`src/design/tfm_pkg.sv`:
```
// ============================================================================
// tfm_pkg - trapezoid fuzzy membership package
// Widths, codes and state encoding shared by the membership block.
// ============================================================================
package tfm_pkg;

    localparam int CRISP_WIDTH   = 16;
    localparam int FRAC_BITS     = 15;
    localparam int DEG_WIDTH     = FRAC_BITS + 1;
    localparam int CNT_WIDTH     = $clog2(FRAC_BITS);
    localparam int S_TDATA_WIDTH = ((CRISP_WIDTH + DEG_WIDTH + 7) / 8) * 8;
    localparam int M_TDATA_WIDTH = ((DEG_WIDTH + 7) / 8) * 8;
    localparam int ADDR_WIDTH    = 4;

    localparam logic [DEG_WIDTH-1:0] DEG_ONE  = DEG_WIDTH'(1) << FRAC_BITS;
    localparam logic [DEG_WIDTH-1:0] DEG_ZERO = '0;

    typedef enum logic [1:0] {
        ACT_EVAL  = 2'd0,
        ACT_RAISE = 2'd1,
        ACT_CLEAR = 2'd2,
        ACT_NOP   = 2'd3
    } t_action;

    typedef enum logic [1:0] {
        REG_POINT_A = 2'd0,
        REG_POINT_B = 2'd1,
        REG_POINT_C = 2'd2,
        REG_POINT_D = 2'd3
    } t_reg_index;

    typedef enum logic [1:0] {
        ST_IDLE,
        ST_DIV,
        ST_DONE
    } t_state;

endpackage

```
`src/design/trapezoid_fuzzy_membership.sv`:
```
// ============================================================================
// trapezoid_fuzzy_membership - trapezoid fuzzy set membership cell
// Holds one membership degree, updated by evaluate, raise and clear words.
// ============================================================================
// Every input word returns exactly one output word carrying the stored degree
// (Q1.15, 32768 is 1.0) after the word is applied. For an evaluate word that
// lands on a ramp of the trapezoid, the crisp value is classified and the
// divider loaded at the accepting edge, the restoring divider retires one
// quotient bit per cycle until the quotient is complete and writes it as the
// degree, and the DONE state then moves the result into the output register.
// The next word is taken in the cycle after that move. Every other word
// (evaluate off the ramps, raise, clear, nop) is applied at acceptance and
// goes straight to DONE. One word is in work at a time; a new word is taken
// while the previous result still waits in the output register, and the output
// handoff waits only while that register is full and stalled.
// The breakpoints sit in an APB register file at byte addresses 0, 4, 8, 12
// (point_a..point_d, signed 16 bits) and should be written only while idle.
module trapezoid_fuzzy_membership
    import tfm_pkg::*;
(
    input  logic                     i_clk,
    input  logic                     i_rst_n,
    // input stream
    input  logic                     s_axis_tvalid,
    output logic                     s_axis_tready,
    // tdata: [15:0] crisp_value (signed), [31:16] level (Q1.15)
    input  logic [S_TDATA_WIDTH-1:0] s_axis_tdata,
    // tuser: [1:0] action
    input  logic [1:0]               s_axis_tuser,
    // output stream
    output logic                     m_axis_tvalid,
    input  logic                     m_axis_tready,
    // tdata: [15:0] membership (Q1.15)
    output logic [M_TDATA_WIDTH-1:0] m_axis_tdata,
    // configuration port
    input  logic                     psel,
    input  logic                     penable,
    input  logic                     pwrite,
    input  logic [ADDR_WIDTH-1:0]    paddr,
    input  logic [31:0]              pwdata,
    output logic [31:0]              prdata,
    output logic                     pready
);

    // ------------------------------------------------------------------
    // Configuration registers
    // ------------------------------------------------------------------
    logic signed [CRISP_WIDTH-1:0] r_point_a, r_point_b, r_point_c, r_point_d;
    logic                          cfg_we;
    t_reg_index                    cfg_idx;

    assign pready  = 1'b1;
    assign cfg_we  = psel & penable & pwrite;
    assign cfg_idx = t_reg_index'(paddr[3:2]);

    always_ff @(posedge i_clk) begin
        if (!i_rst_n) begin
            r_point_a <= '0;
            r_point_b <= '0;
            r_point_c <= '0;
            r_point_d <= '0;
        end else if (cfg_we) begin
            case (cfg_idx)
                REG_POINT_A: r_point_a <= pwdata[CRISP_WIDTH-1:0];
                REG_POINT_B: r_point_b <= pwdata[CRISP_WIDTH-1:0];
                REG_POINT_C: r_point_c <= pwdata[CRISP_WIDTH-1:0];
                REG_POINT_D: r_point_d <= pwdata[CRISP_WIDTH-1:0];
                default: begin
                end
            endcase
        end
    end

    // read back sign-extended to the bus width
    logic signed [CRISP_WIDTH-1:0] rd_point;
    always_comb begin
        case (cfg_idx)
            REG_POINT_A: rd_point = r_point_a;
            REG_POINT_B: rd_point = r_point_b;
            REG_POINT_C: rd_point = r_point_c;
            REG_POINT_D: rd_point = r_point_d;
            default:     rd_point = r_point_a;
        endcase
    end
    assign prdata = 32'(signed'(rd_point));

    // ------------------------------------------------------------------
    // Input word fields
    // ------------------------------------------------------------------
    logic signed [CRISP_WIDTH-1:0] in_x;
    logic        [DEG_WIDTH-1:0]   in_level;
    t_action                       in_action;
    logic                          in_accept;

    assign in_x      = s_axis_tdata[CRISP_WIDTH-1:0];
    assign in_level  = s_axis_tdata[CRISP_WIDTH +: DEG_WIDTH];
    assign in_action = t_action'(s_axis_tuser);
    assign in_accept = s_axis_tvalid & s_axis_tready;

    // ------------------------------------------------------------------
    // Region classification of the crisp value
    // ------------------------------------------------------------------
    logic lt_a, lt_b, le_c, le_d;
    logic left_shoulder, right_shoulder;
    logic on_rise, on_fall;
    logic [DEG_WIDTH-1:0] flat_deg;     // degree when no ramp applies

    assign lt_a = in_x <  r_point_a;
    assign lt_b = in_x <  r_point_b;
    assign le_c = in_x <= r_point_c;
    assign le_d = in_x <= r_point_d;

    assign left_shoulder  = (r_point_a == r_point_b) && (r_point_b != r_point_c) &&
                            (r_point_c != r_point_d);
    assign right_shoulder = (r_point_c == r_point_d) && (r_point_c != r_point_b) &&
                            (r_point_b != r_point_a);

    assign on_rise = !lt_a && lt_b;
    assign on_fall = !lt_a && !lt_b && !le_c && le_d;

    always_comb begin
        if (lt_a)
            flat_deg = left_shoulder ? DEG_ONE : DEG_ZERO;
        else if (le_c)
            flat_deg = DEG_ONE;         // top (rising edge handled by divider)
        else
            flat_deg = right_shoulder ? DEG_ONE : DEG_ZERO;
    end

    // ramp numerator and span; both are nonnegative whenever the ramp is taken,
    // and numerator < span, so they fit CRISP_WIDTH unsigned bits
    logic signed [CRISP_WIDTH:0] diff_num, diff_span;
    logic        [CRISP_WIDTH-1:0] ramp_num, ramp_span;

    always_comb begin
        if (on_rise) begin
            diff_num  = (CRISP_WIDTH+1)'(in_x)      - (CRISP_WIDTH+1)'(r_point_a);
            diff_span = (CRISP_WIDTH+1)'(r_point_b) - (CRISP_WIDTH+1)'(r_point_a);
        end else begin
            diff_num  = (CRISP_WIDTH+1)'(r_point_d) - (CRISP_WIDTH+1)'(in_x);
            diff_span = (CRISP_WIDTH+1)'(r_point_d) - (CRISP_WIDTH+1)'(r_point_c);
        end
    end
    assign ramp_num  = diff_num[CRISP_WIDTH-1:0];
    assign ramp_span = diff_span[CRISP_WIDTH-1:0];

    // raise: saturate the level to 1.0, then keep the larger
    logic [DEG_WIDTH-1:0] sat_level, raise_deg;
    assign sat_level = in_level[DEG_WIDTH-1] ? DEG_ONE : in_level;

    // ------------------------------------------------------------------
    // Restoring divider, one quotient bit per cycle
    // ------------------------------------------------------------------
    logic [CRISP_WIDTH-1:0] r_rem, r_span;
    logic [FRAC_BITS-1:0]   r_quot;
    logic [CNT_WIDTH-1:0]   r_cnt;
    logic [CRISP_WIDTH:0]   rem2;
    logic                   step_ge;
    logic [CRISP_WIDTH:0]   rem_sub;
    logic [FRAC_BITS-1:0]   quot_next;

    assign rem2      = {r_rem, 1'b0};
    assign step_ge   = rem2 >= {1'b0, r_span};
    assign rem_sub   = rem2 - {1'b0, r_span};
    assign quot_next = {r_quot[FRAC_BITS-2:0], step_ge};

    // ------------------------------------------------------------------
    // Sequencer
    // ------------------------------------------------------------------
    t_state r_state, n_state;
    logic   r_m_valid;
    logic   [DEG_WIDTH-1:0] r_degree, r_m_data;
    logic   go_div, div_last, out_load;

    assign raise_deg = (sat_level > r_degree) ? sat_level : r_degree;
    assign go_div    = (in_action == ACT_EVAL) && (on_rise || on_fall);
    assign div_last  = (r_cnt == '0);

    // next state
    always_comb begin
        n_state = r_state;
        case (r_state)
            ST_IDLE: begin
                if (in_accept)
                    n_state = go_div ? ST_DIV : ST_DONE;
            end
            ST_DIV: begin
                if (div_last)
                    n_state = ST_DONE;
            end
            ST_DONE: begin
                if (out_load)
                    n_state = ST_IDLE;
            end
            default: n_state = ST_IDLE;
        endcase
    end

    // outputs of the sequencer
    always_comb begin
        s_axis_tready = 1'b0;
        out_load      = 1'b0;
        case (r_state)
            ST_IDLE: s_axis_tready = 1'b1;
            ST_DONE: out_load      = !r_m_valid || m_axis_tready;
            default: begin
            end
        endcase
    end

    always_ff @(posedge i_clk) begin
        if (!i_rst_n) begin
            r_state   <= ST_IDLE;
            r_degree  <= '0;
            r_m_valid <= 1'b0;
        end else begin
            r_state <= n_state;

            // degree update
            if (r_state == ST_IDLE && in_accept) begin
                case (in_action)
                    ACT_EVAL:  if (!go_div) r_degree <= flat_deg;
                    ACT_RAISE: r_degree <= raise_deg;
                    ACT_CLEAR: r_degree <= DEG_ZERO;
                    default: begin
                    end
                endcase
            end else if (r_state == ST_DIV && div_last) begin
                r_degree <= DEG_WIDTH'(quot_next);
            end

            // output register
            if (out_load)
                r_m_valid <= 1'b1;
            else if (m_axis_tready)
                r_m_valid <= 1'b0;
        end
    end

    // divider and output payload (no reset needed)
    always_ff @(posedge i_clk) begin
        if (r_state == ST_IDLE && in_accept && go_div) begin
            r_rem  <= ramp_num;
            r_span <= ramp_span;
            r_quot <= '0;
            r_cnt  <= CNT_WIDTH'(FRAC_BITS - 1);
        end else if (r_state == ST_DIV) begin
            r_rem  <= step_ge ? rem_sub[CRISP_WIDTH-1:0] : rem2[CRISP_WIDTH-1:0];
            r_quot <= quot_next;
            r_cnt  <= r_cnt - 1'b1;
        end
        if (out_load)
            r_m_data <= r_degree;
    end

    assign m_axis_tvalid = r_m_valid;
    assign m_axis_tdata  = M_TDATA_WIDTH'(r_m_data);

endmodule
```
`config.mk`:
```
export PLATFORM = sky130hd
export DESIGN_NAME = trapezoid_fuzzy_membership
export DESIGN_NICKNAME = d
export VERILOG_FILES = /design/src/design/tfm_pkg.sv /design/src/design/trapezoid_fuzzy_membership.sv
export SDC_FILE = /design/constraint.sdc
export NUM_CORES = 1
export LEC_CHECK = 0
export BUFFER_PORTS_ARGS = -buffer_cell sky130_fd_sc_hd__buf_2
export CORE_UTILIZATION = 43
export CTS_BUF_LIST = sky130_fd_sc_hd__clkbuf_4 sky130_fd_sc_hd__clkbuf_8 sky130_fd_sc_hd__clkbuf_16
export DETAILED_ROUTE_END_ITERATION = 12
export PLACE_DENSITY = 0.66
export SLEW_MARGIN = 20
export SYNTH_ARGS = -nofsm -noshare
export SYNTH_HDL_FRONTEND = slang
export SYNTH_SLANG_ARGS = --single-unit
```
`constraint.sdc`:
```
create_clock -name i_clk -period 6.1 [get_ports i_clk]
set_input_delay 1.83 -clock i_clk [delete_from_list [all_inputs] [get_ports i_clk]]
set_output_delay 1.83 -clock i_clk [all_outputs]
set_load 0.01 [all_outputs]
```
==> qor.yml, run 1 <==
initial_core_util_pct: 44.0
cts_buffers: 17
wl_per_cell_um: 16.7
viasPerCell: 5.50
io_buffers: 108
slew_headroom_pct: 30.6
synth.top_cells.by_area: "dfxtp_1, ha_1, edfxtp_1"
endpoint_kind: "output pin"
grt.total_usage_pct: 22.7
fin_skew_ns: 0.0190
cts_tree: "yes"
clockBufferDepth: 2
fp.dieH_um: 169
cts_sinks: 149
place_inst: 1879
antenna_found_initial: 0
area_growth_pct: 11.2
dieWidth_um: 169
finalMaxSlewViolations: 0
final_nets: 1737
holdBufCountCts: 0
period_needed_ns: 5.01
yosysTopAreaCell: "dfxtp_1"
cts_setup_buffers: 0
netlist_area_mm2: 0.0119
synth-edff-count: 48
tns_ns: 0
run_status: "completed"
criticalPathCategory: "in2out"
worstPathArrival_ns: 3.18
clock.fmax_ghz: 0.200
htreeDepth: 4
fin_cells: 1911
dp_hpwl_mm: 24.7
drt-total-wl_mm: 32.0
ios: 128
drive_gt1_share_pct: 11.2
synth_nets: 1671
grt_pass1_vias: 9990
die_area_mm2: 0.0284
cts_root_buffer: "clkbuf_16"
grt_pass1_wl_mm: 50.7
startpoint_type: "input port"
yosys.area.top_type_share_pct: 17.0
hold_violations: 0
via_count: 10500
synth_async_sr_flop_share_pct: 0
cp.required_ns: 4.27
ant_nets: 0
gp_congestion: 0.872
yosys_warnings: 0
finalSetupViolations: 0
num_rows: 60
diodes: 0
drt_iter0_markers: 674
post_cts_resized: 0
dr.pass1.iters: 5
power_density_mw_per_mm2: 214
yosysSeqAreaShare_pct: 29.1
netlist_instances: 1460
min_period_over_period_pct: 82.1
vdd_drop_max_mv: 0.140
clkTransAtPathRegs_ns: 0.07
min_path_type: "reg2reg"
drv_cap: 0
drcViolationCount: 0
grt_max_degree: 66
grt_overflow: 0
rsz0062_at_grt: "no"
n_fill_cell: 2682
synth_area_per_cell_um2: 8.17
clk_latency_ns: 0.44
ys_ff_latch: 149
p_leak_nw: 5.44
critPathMaxFanout: 23
ys_types: 68
synth-main-ff-cell: "dfxtp_1"
worst_slew_pin_slew_ns: 1.04
core_area_mm2: 0.0271
## cell families after synthesis
logic type / share of synthesized area, %
and+or+nand+nor: 19.3
AOI/OAI and AO/OA: 19.7
buffers and inverters: 6.78
DFF: 29.1
adders and majority gates: 14.4
muxes: 5.55
xor gates and xnor gates: 5.14
other: 0.0315
## routing by layer
layer | GRT usage (%) | vias up | share of wire, %
met5 | 0 | - | 0
met4 | 7.79 | 0 | 2.3
met3 | 2.83 | 41 | 5.0
met2 | 37.1 | 305 | 46
met1 | 30.8 | 4908 | 47
li1 | - | 5251 | -
## registers in the layout, summed over array words and instances, names as in the netlist
signal and count:
r_span 16, r_point_c 16, r_state 2, r_degree 16, r_cnt 4, m_axis_tdata 16
r_quot 14, r_point_b 16, r_rem 16, r_point_a 16, m_axis_tvalid 1, r_point_d 16
## cell type report
cell class	instances	area (um^2)	share of cell area, %
clock buffers	17	425	3.21
inverters	121	454	3.43
well taps	372	465	3.51
multi-input cells	1118	7650	57.7
clock inverters	15	161	1.22
repair buffers	119	636	4.80
flip-flops and latches	149	3460	26.1
## cells in the final DEF, fill, tap and decap left out, types with 6 or more instances in the layout
master and count:
a21boi_1 15, nor3_1 16, mux2i_1 29, dfxtp_1 101, nor2_1 57, o31a_1 6, clkbuf_16 17, xor2_1 14
ha_1 129, o21ai_0 37, nand2b_1 18, and3_1 9, a21o_1 32, a211oi_1 16, nand4_1 39, buf_2 108
a31oi_1 11, o21ai_1 24, mux4_2 16, a21boi_0 56, nand2_1 271, xnor2_1 56, or3_1 11, nor2b_1 33
edfxtp_1 48, inv_1 121, nor4_1 6, o21a_1 21, a21oi_1 98, buf_4 10, nand3_1 24, o21bai_1 6
o211ai_1 7
## final timing paths
| check | cells after the start | end | startpoint | slack [ns] |
|---|---|---|---|---|
| setup / recovery | 3 | prdata[25] | paddr[2] | 1.09 |
| hold / removal | 2 | r_quot[7] | r_quot[6] | 0.46 |
| setup reg to reg | 11 | r_span[15] | r_point_a[1] | 2.50 |
| hold reg to reg | 2 | r_quot[7] | r_quot[6] | 0.46 |
## through the flow
stage / hold slack (ns) / setup WS (ns) / util (%) / cell area, um^2 / total power, mW
2_1_floorplan: 0.430 / 0.734 / - / 11900 / 1.62
3_5_place_dp: 0.444 / 1.09 / 46.7 / 12700 / 1.80
5_1_grt: 0.477 / 1.03 / 48.9 / 13300 / 2.97
6_report: 0.462 / 1.09 / 48.9 / 13300 / 2.83
3_3_place_gp: 0.444 / 1.11 / 46.7 / 12700 / 1.78
4_1_cts: 0.463 / 1.10 / 48.9 / 13300 / 2.85
## worst max-delay path, stage by stage
cell and delay, ns:
buf_2 0.44, mux4_2 0.71, buf_2 0.19
## Yosys cell counts (11+ instances only)
library cell	count
nand2b_1	18
ha_1	129
clkbuf_1	45
inv_1	121
o21a_1	21
a21boi_0	56
xnor2_1	56
xor2_1	14
edfxtp_1	48
o21ai_0	37
a21boi_1	15
a21o_1	32
nor2b_1	33
buf_4	17
a21oi_1	98
mux2i_1	29
nor2_1	57
dfxtp_1	101
o21ai_1	24
a211oi_1	16
or3_1	11
mux4_2	16
nand4_1	39
nand2_1	271
nor3_1	16
a31oi_1	11
nand3_1	24
## power by group
part           switching, mW  total (mW)  internal [mW]
Sequential            0.0480        1.15           1.10
Clock                  0.507        1.05          0.546
Combinational          0.366       0.632          0.266
Note: power is estimated with default switching activity, not from simulation.
==> run 2: changes to the inputs <==
==> constraint.sdc (replaced) <==
create_clock -name i_clk -period 4.8 [get_ports i_clk]
set_input_delay 1.44 -clock i_clk [delete_from_list [all_inputs] [get_ports i_clk]]
set_output_delay 1.44 -clock i_clk [all_outputs]
set_load 0.01 [all_outputs]
==> qor.yml, run 2 (synthesized netlist as in run 1, its figures left out) <==
cpMostUsedCell: "buf_2"  # unchanged
rrSetupSlack_ns: 1.22  # was 2.50 ns
seq_power_share_pct: 40.1  # was 40.5%
area_growth_pct: 11.8  # was 11.2%
worst_slew_pin_slew_ns: 1.01  # was 1.04 ns
drt_iter0_markers: 706  # was 674
clkTransAtPathRegs_ns: 0.08  # was 0.07 ns
viasPerCell: 5.48  # was 5.50
run_status: "completed"  # unchanged
reg2reg_depth: 11  # unchanged
cts_setup_buffers: 0  # unchanged
cts_root_buffer: "clkbuf_16"  # unchanged
post_cts_resized: 0  # unchanged
antenna_found_initial: 0  # unchanged
drt-total-wl_mm: 32.2  # was 32.0 mm
fp.dieH_um: 169  # unchanged
cp_cell_sequence: "buf_2, mux4_2, buf_2"  # unchanged
min_path_type: "reg2reg"  # unchanged
rsz0062_at_grt: "no"  # unchanged
slew_headroom_pct: 32.7  # was 30.6%
initial_core_util_pct: 44.0  # unchanged
finalMaxSlewViolations: 0  # unchanged
tns_ns: 0  # unchanged
critical-path-top-delay-family: "buffers and inverters"  # was multiplexers
whs_ns: 0.461  # was 0.462 ns
die_area_mm2: 0.0284  # unchanged
drive_gt1_share_pct: 11.6  # was 11.2%
dp_hpwl_mm: 24.9  # was 24.7 mm
layout_commonest_cell: "nand2_1"  # unchanged
swShare_pct: 32.9  # was 32.5%
endpoint_kind: "output pin"  # unchanged
drv_cap: 0  # unchanged
cts_tree: "yes"  # unchanged
worstPathArrival_ns: 2.69  # was 3.18 ns
power.switching_mw: 1.20  # was 0.921 mW
p_leak_nw: 5.49  # was 5.44 nW
diodes: 0  # unchanged
hold_path_depth: 0  # was 2
timing.critical_path.buf_inv: 2  # unchanged
hold_violations: 0  # unchanged
clk_latency_ns: 0.44  # about the same
grt_pass1_wl_mm: 51.2  # was 50.7 mm
cts_sinks: 149  # unchanged
grt_pass1_vias: 9964  # was 9990
via_count: 10500  # about the same
max_stage_delay_ns: 0.61  # was 0.71 ns
intPower_mw: 2.45  # was 1.91 mW
core_area_mm2: 0.0271  # unchanged
critPathMaxFanout: 17  # was 23
n_fill_cell: 2638  # was 2682
design_area_mm2: 0.0133  # about the same
cts_buffers: 17  # unchanged
holdBufCountCts: 0  # unchanged
final_nets: 1744  # was 1737
clockBufferDepth: 2  # unchanged
vdd_drop_max_mv: 0.195  # was 0.140 mV
fin_skew_ns: 0.0214  # was 0.0190 ns
crit_slowest_cell: "mux4_2"  # unchanged
min_period_over_period_pct: 86.1
clock.fmax_ghz: 0.242
grt.total_usage_pct: 22.9  # was 22.7%
drcViolationCount: 0  # unchanged
dieWidth_um: 169  # unchanged
gp_congestion: 0.885  # was 0.872
startpoint_type: "input port"  # unchanged
grt_max_degree: 65  # was 66
dpl_cell_area_mm2: 0.0127  # about the same
crit_cells: 3  # unchanged
ios: 128  # unchanged
dr.pass1.iters: 5  # unchanged
criticalPathCategory: "in2out"  # unchanged
final_cell_mix: "nand2_1, ha_1, inv_1"  # unchanged
num_rows: 60  # unchanged
cp.required_ns: 3.36  # was 4.27 ns
io_buffers: 108  # unchanged
p_clk_share_pct: 37.8  # was 37.2%
grt_overflow: 0  # unchanged
period_needed_ns: 4.13
comb_power_share_pct: 22.2  # was 22.3%
ant_nets: 0  # unchanged
power_density_mw_per_mm2: 273  # was 214 mW/mm^2
finalSetupViolations: 0  # unchanged
htreeDepth: 4  # unchanged
wl_per_cell_um: 16.8  # was 16.7 um
[run 2: worst paths after layout]
| path | to | start |
|---|---|---|
| setup / recovery | prdata[13] | paddr[3] |
| hold / removal | m_axis_tdata[5] | r_degree[5] |
| setup reg to reg | r_span[15] | r_point_a[1] |
| hold reg to reg | m_axis_tdata[5] | r_degree[5] |
[run 2: metrics by stage]
| stage | setup slack, ns | util (%) | std cells | power, mW |
|---|---|---|---|---|
| finish | 0.666 | 49.2 | 1918 | 3.64 |
| global route | 0.464 | 49.2 | 1918 | 3.83 |
| CTS | 0.646 | 49.2 | 1918 | 3.66 |
| detailed placement | 0.245 | 46.9 | 1886 | 2.29 |
| global placement | 0.324 | 46.9 | 1886 | 2.27 |
| floorplan | 0.214 | - | 1460 | 2.06 |
[run 2: power groups by stage]
stage	combinational, mW	sequential (mW)	clock (mW)
after floorplan	0.583	1.48	0
after global placement	0.785	1.49	0
after detailed placement	0.798	1.49	0
after CTS	0.805	1.46	1.39
after global routing	0.904	1.47	1.45
final	0.807	1.46	1.38
[run 2: layout make-up]
class | instances | area (um^2) | share of cell area [%]
clock buffer | 17 | 425 | 3.19
clock inverter | 15 | 180 | 1.35
inverter | 121 | 454 | 3.41
multi-input combinational | 1118 | 7650 | 57.4
sequential | 149 | 3460 | 26.0
tap | 372 | 465 | 3.49
timing repair buffer | 126 | 688 | 5.16
[run 2: metal layers]
layer | share of wire [%] | global-route usage (%) | vias to the layer above
met3 | 5.5 | 2.78 | 53
met2 | 45 | 36.8 | 302
met5 | 0 | 0 | -
met1 | 47 | 31.4 | 4883
met4 | 2.8 | 8.89 | 0
li1 | - | - | 5264
[run 2: worst reg2reg max path, stage by stage (launching register included)]
cell,delay (ns)
dfxtp_1,0.49
inv_1,0.12
ha_1,0.39
nor2b_1,0.17
o21ai_1,0.16
a21boi_1,0.13
o31ai_1,0.53
a21oi_1,0.27
a2111oi_0,0.66
o21ai_0,0.16
o31a_1,0.13
o21ai_1,0.21
==> run 3: changes to the inputs <==
--- a/config.mk
+++ b/config.mk
@@ -5,7 +5,7 @@
 export SDC_FILE = /design/constraint.sdc
 export NUM_CORES = 1
 export LEC_CHECK = 0
-export BUFFER_PORTS_ARGS = -buffer_cell sky130_fd_sc_hd__buf_2
+export BUFFER_PORTS_ARGS = -buffer_cell sky130_fd_sc_hd__buf_4
 export CORE_UTILIZATION = 43
 export CTS_BUF_LIST = sky130_fd_sc_hd__clkbuf_4 sky130_fd_sc_hd__clkbuf_8 sky130_fd_sc_hd__clkbuf_16
 export DETAILED_ROUTE_END_ITERATION = 12
==> qor.yml, run 3 (synthesized netlist as in run 1, its figures left out) <==
swShare_pct: 32.5  # was 32.9%
dr.pass1.iters: 5  # unchanged
min_path_type: "reg2reg"  # unchanged
power.switching_mw: 1.18  # was 1.20 mW
top_usage_layer: "met2"  # unchanged
worst_slew_pin_slew_ns: 1.07  # was 1.01 ns
use_met1_pct: 31.8  # was 31.4%
drv_cap: 0  # unchanged
area_growth_pct: 13.8  # was 11.8%
min_period_over_period_pct: 85.5  # was 86.1%
gp_congestion: 0.887  # was 0.885
crit_slowest_cell: "mux4_2"  # unchanged
cp.required_ns: 3.36  # about the same
post_cts_resized: 0  # unchanged
drcViolationCount: 0  # unchanged
ios: 128  # unchanged
htreeDepth: 4  # unchanged
clk_latency_ns: 0.43  # was 0.44 ns
final_nets: 1743  # was 1744
grt_use_met3_pct: 2.81  # was 2.78%
grt_overflow: 0  # unchanged
p_leak_nw: 5.53  # was 5.49 nW
io_buffers: 108  # unchanged
p_clk_share_pct: 37.0  # was 37.8%
comb_power_share_pct: 22.9  # was 22.2%
layout_commonest_cell: "nand2_1"  # unchanged
endpoint_kind: "output pin"  # unchanged
cp_cell_sequence: "buf_4, mux4_2, buf_4"  # was buf_2, mux4_2, buf_2
tns_ns: 0  # unchanged
finalSetupViolations: 0  # unchanged
final_cell_mix: "nand2_1, ha_1, buf_4"  # was nand2_1, ha_1, inv_1
drive_gt1_share_pct: 11.6  # about the same
ant_nets: 0  # unchanged
vdd_drop_max_mv: 0.200  # was 0.195 mV
cts_root_buffer: "clkbuf_16"  # unchanged
viasPerCell: 5.47  # was 5.48
run_status: "completed"  # unchanged
wl_per_cell_um: 17.1  # was 16.8 um
clock.fmax_ghz: 0.244  # was 0.242 GHz
rsz0062_at_grt: "no"  # unchanged
rrSetupSlack_ns: 1.21  # was 1.22 ns
grt.total_usage_pct: 23.5  # was 22.9%
die_area_mm2: 0.0284  # unchanged
drt-total-wl_mm: 32.7  # was 32.2 mm
num_rows: 60  # unchanged
dp_hpwl_mm: 25.3  # was 24.9 mm
slew_headroom_pct: 28.7  # was 32.7%
period_needed_ns: 4.10  # was 4.13 ns
place_inst: 1885  # was 1886
power_density_mw_per_mm2: 268  # was 273 mW/mm^2
hold_violations: 0  # unchanged
clockBufferDepth: 2  # unchanged
diodes: 0  # unchanged
seq_power_share_pct: 40.2  # was 40.1%
grt_max_degree: 100  # was 65
dieWidth_um: 169  # unchanged
fin_skew_ns: 0.0165  # was 0.0214 ns
finalMaxSlewViolations: 0  # unchanged
timing.critical_path.buf_inv: 2  # unchanged
drt_iter0_markers: 720  # was 706
criticalPathCategory: "in2out"  # unchanged
cts_buffers: 17  # unchanged
holdBufCountCts: 0  # unchanged
cpMostUsedCell: "buf_4"  # was buf_2
critPathMaxFanout: 23  # was 17
via_count: 10500  # about the same
fin_cells: 1917  # was 1918
cts_sinks: 149  # unchanged
cts_setup_buffers: 0  # unchanged
startpoint_type: "input port"  # unchanged
core_area_mm2: 0.0271  # unchanged
grt_pass1_wl_mm: 52.4  # was 51.2 mm
fp.dieH_um: 169  # unchanged
antenna_found_initial: 0  # unchanged
worstPathArrival_ns: 2.66  # was 2.69 ns
grt_pass1_vias: 10200  # was 9964
max_stage_delay_ns: 0.71  # was 0.61 ns
cts_tree: "yes"  # unchanged
met2_usage_pct: 38.8  # was 36.8%
initial_core_util_pct: 44.0  # unchanged
intPower_mw: 2.46  # was 2.45 mW
critical-path-top-delay-family: "multiplexers"  # was buffers and inverters
clkTransAtPathRegs_ns: 0.07  # was 0.08 ns
[run 3: cell type report]
class	instances	area, um^2
clock buffer	17	425
multi-input combinational	1118	7650
clock inverter	15	159
sequential	149	3460
timing repair buffer	125	951
tap	372	465
inverter	121	454
fill	2590	13500
[run 3: per-stage QoR]
stage | cell area, um^2 | hold WS (ns) | power (mW) | worst slack, ns | utilization [%]
5_1_grt | 13600 | 0.475 | 3.81 | 0.524 | 50.1
3_5_place_dp | 13000 | 0.443 | 2.31 | 0.303 | 47.9
2_1_floorplan | 11900 | 0.430 | 2.06 | 0.214 | -
6_report | 13600 | 0.463 | 3.64 | 0.697 | 50.1
4_1_cts | 13600 | 0.462 | 3.65 | 0.703 | 50.1
3_3_place_gp | 13000 | 0.443 | 2.29 | 0.350 | 47.9
[run 3: worst paths after layout]
check,start,cells past startpoint,end
hold / removal,r_degree[3],0,m_axis_tdata[3]
hold reg to reg,r_degree[3],0,m_axis_tdata[3]
setup reg to reg,r_point_a[1],11,r_span[15]
setup / recovery,paddr[2],3,prdata[25]
[run 3: per-layer routing]
layer	up-vias	share of wire, %
li1	5262	-
met1	4877	47
met2	295	46
met3	43	4.6
met4	0	2.4
met5	-	0
[run 3: power groups by stage]
stage / combinational, mW / sequential, mW / clock (mW)
6_report: 0.832 / 1.46 / 1.35
5_1_grt: 0.928 / 1.47 / 1.41
4_1_cts: 0.828 / 1.46 / 1.36
3_5_place_dp: 0.821 / 1.49 / 0
3_3_place_gp: 0.807 / 1.49 / 0
2_1_floorplan: 0.583 / 1.48 / 0
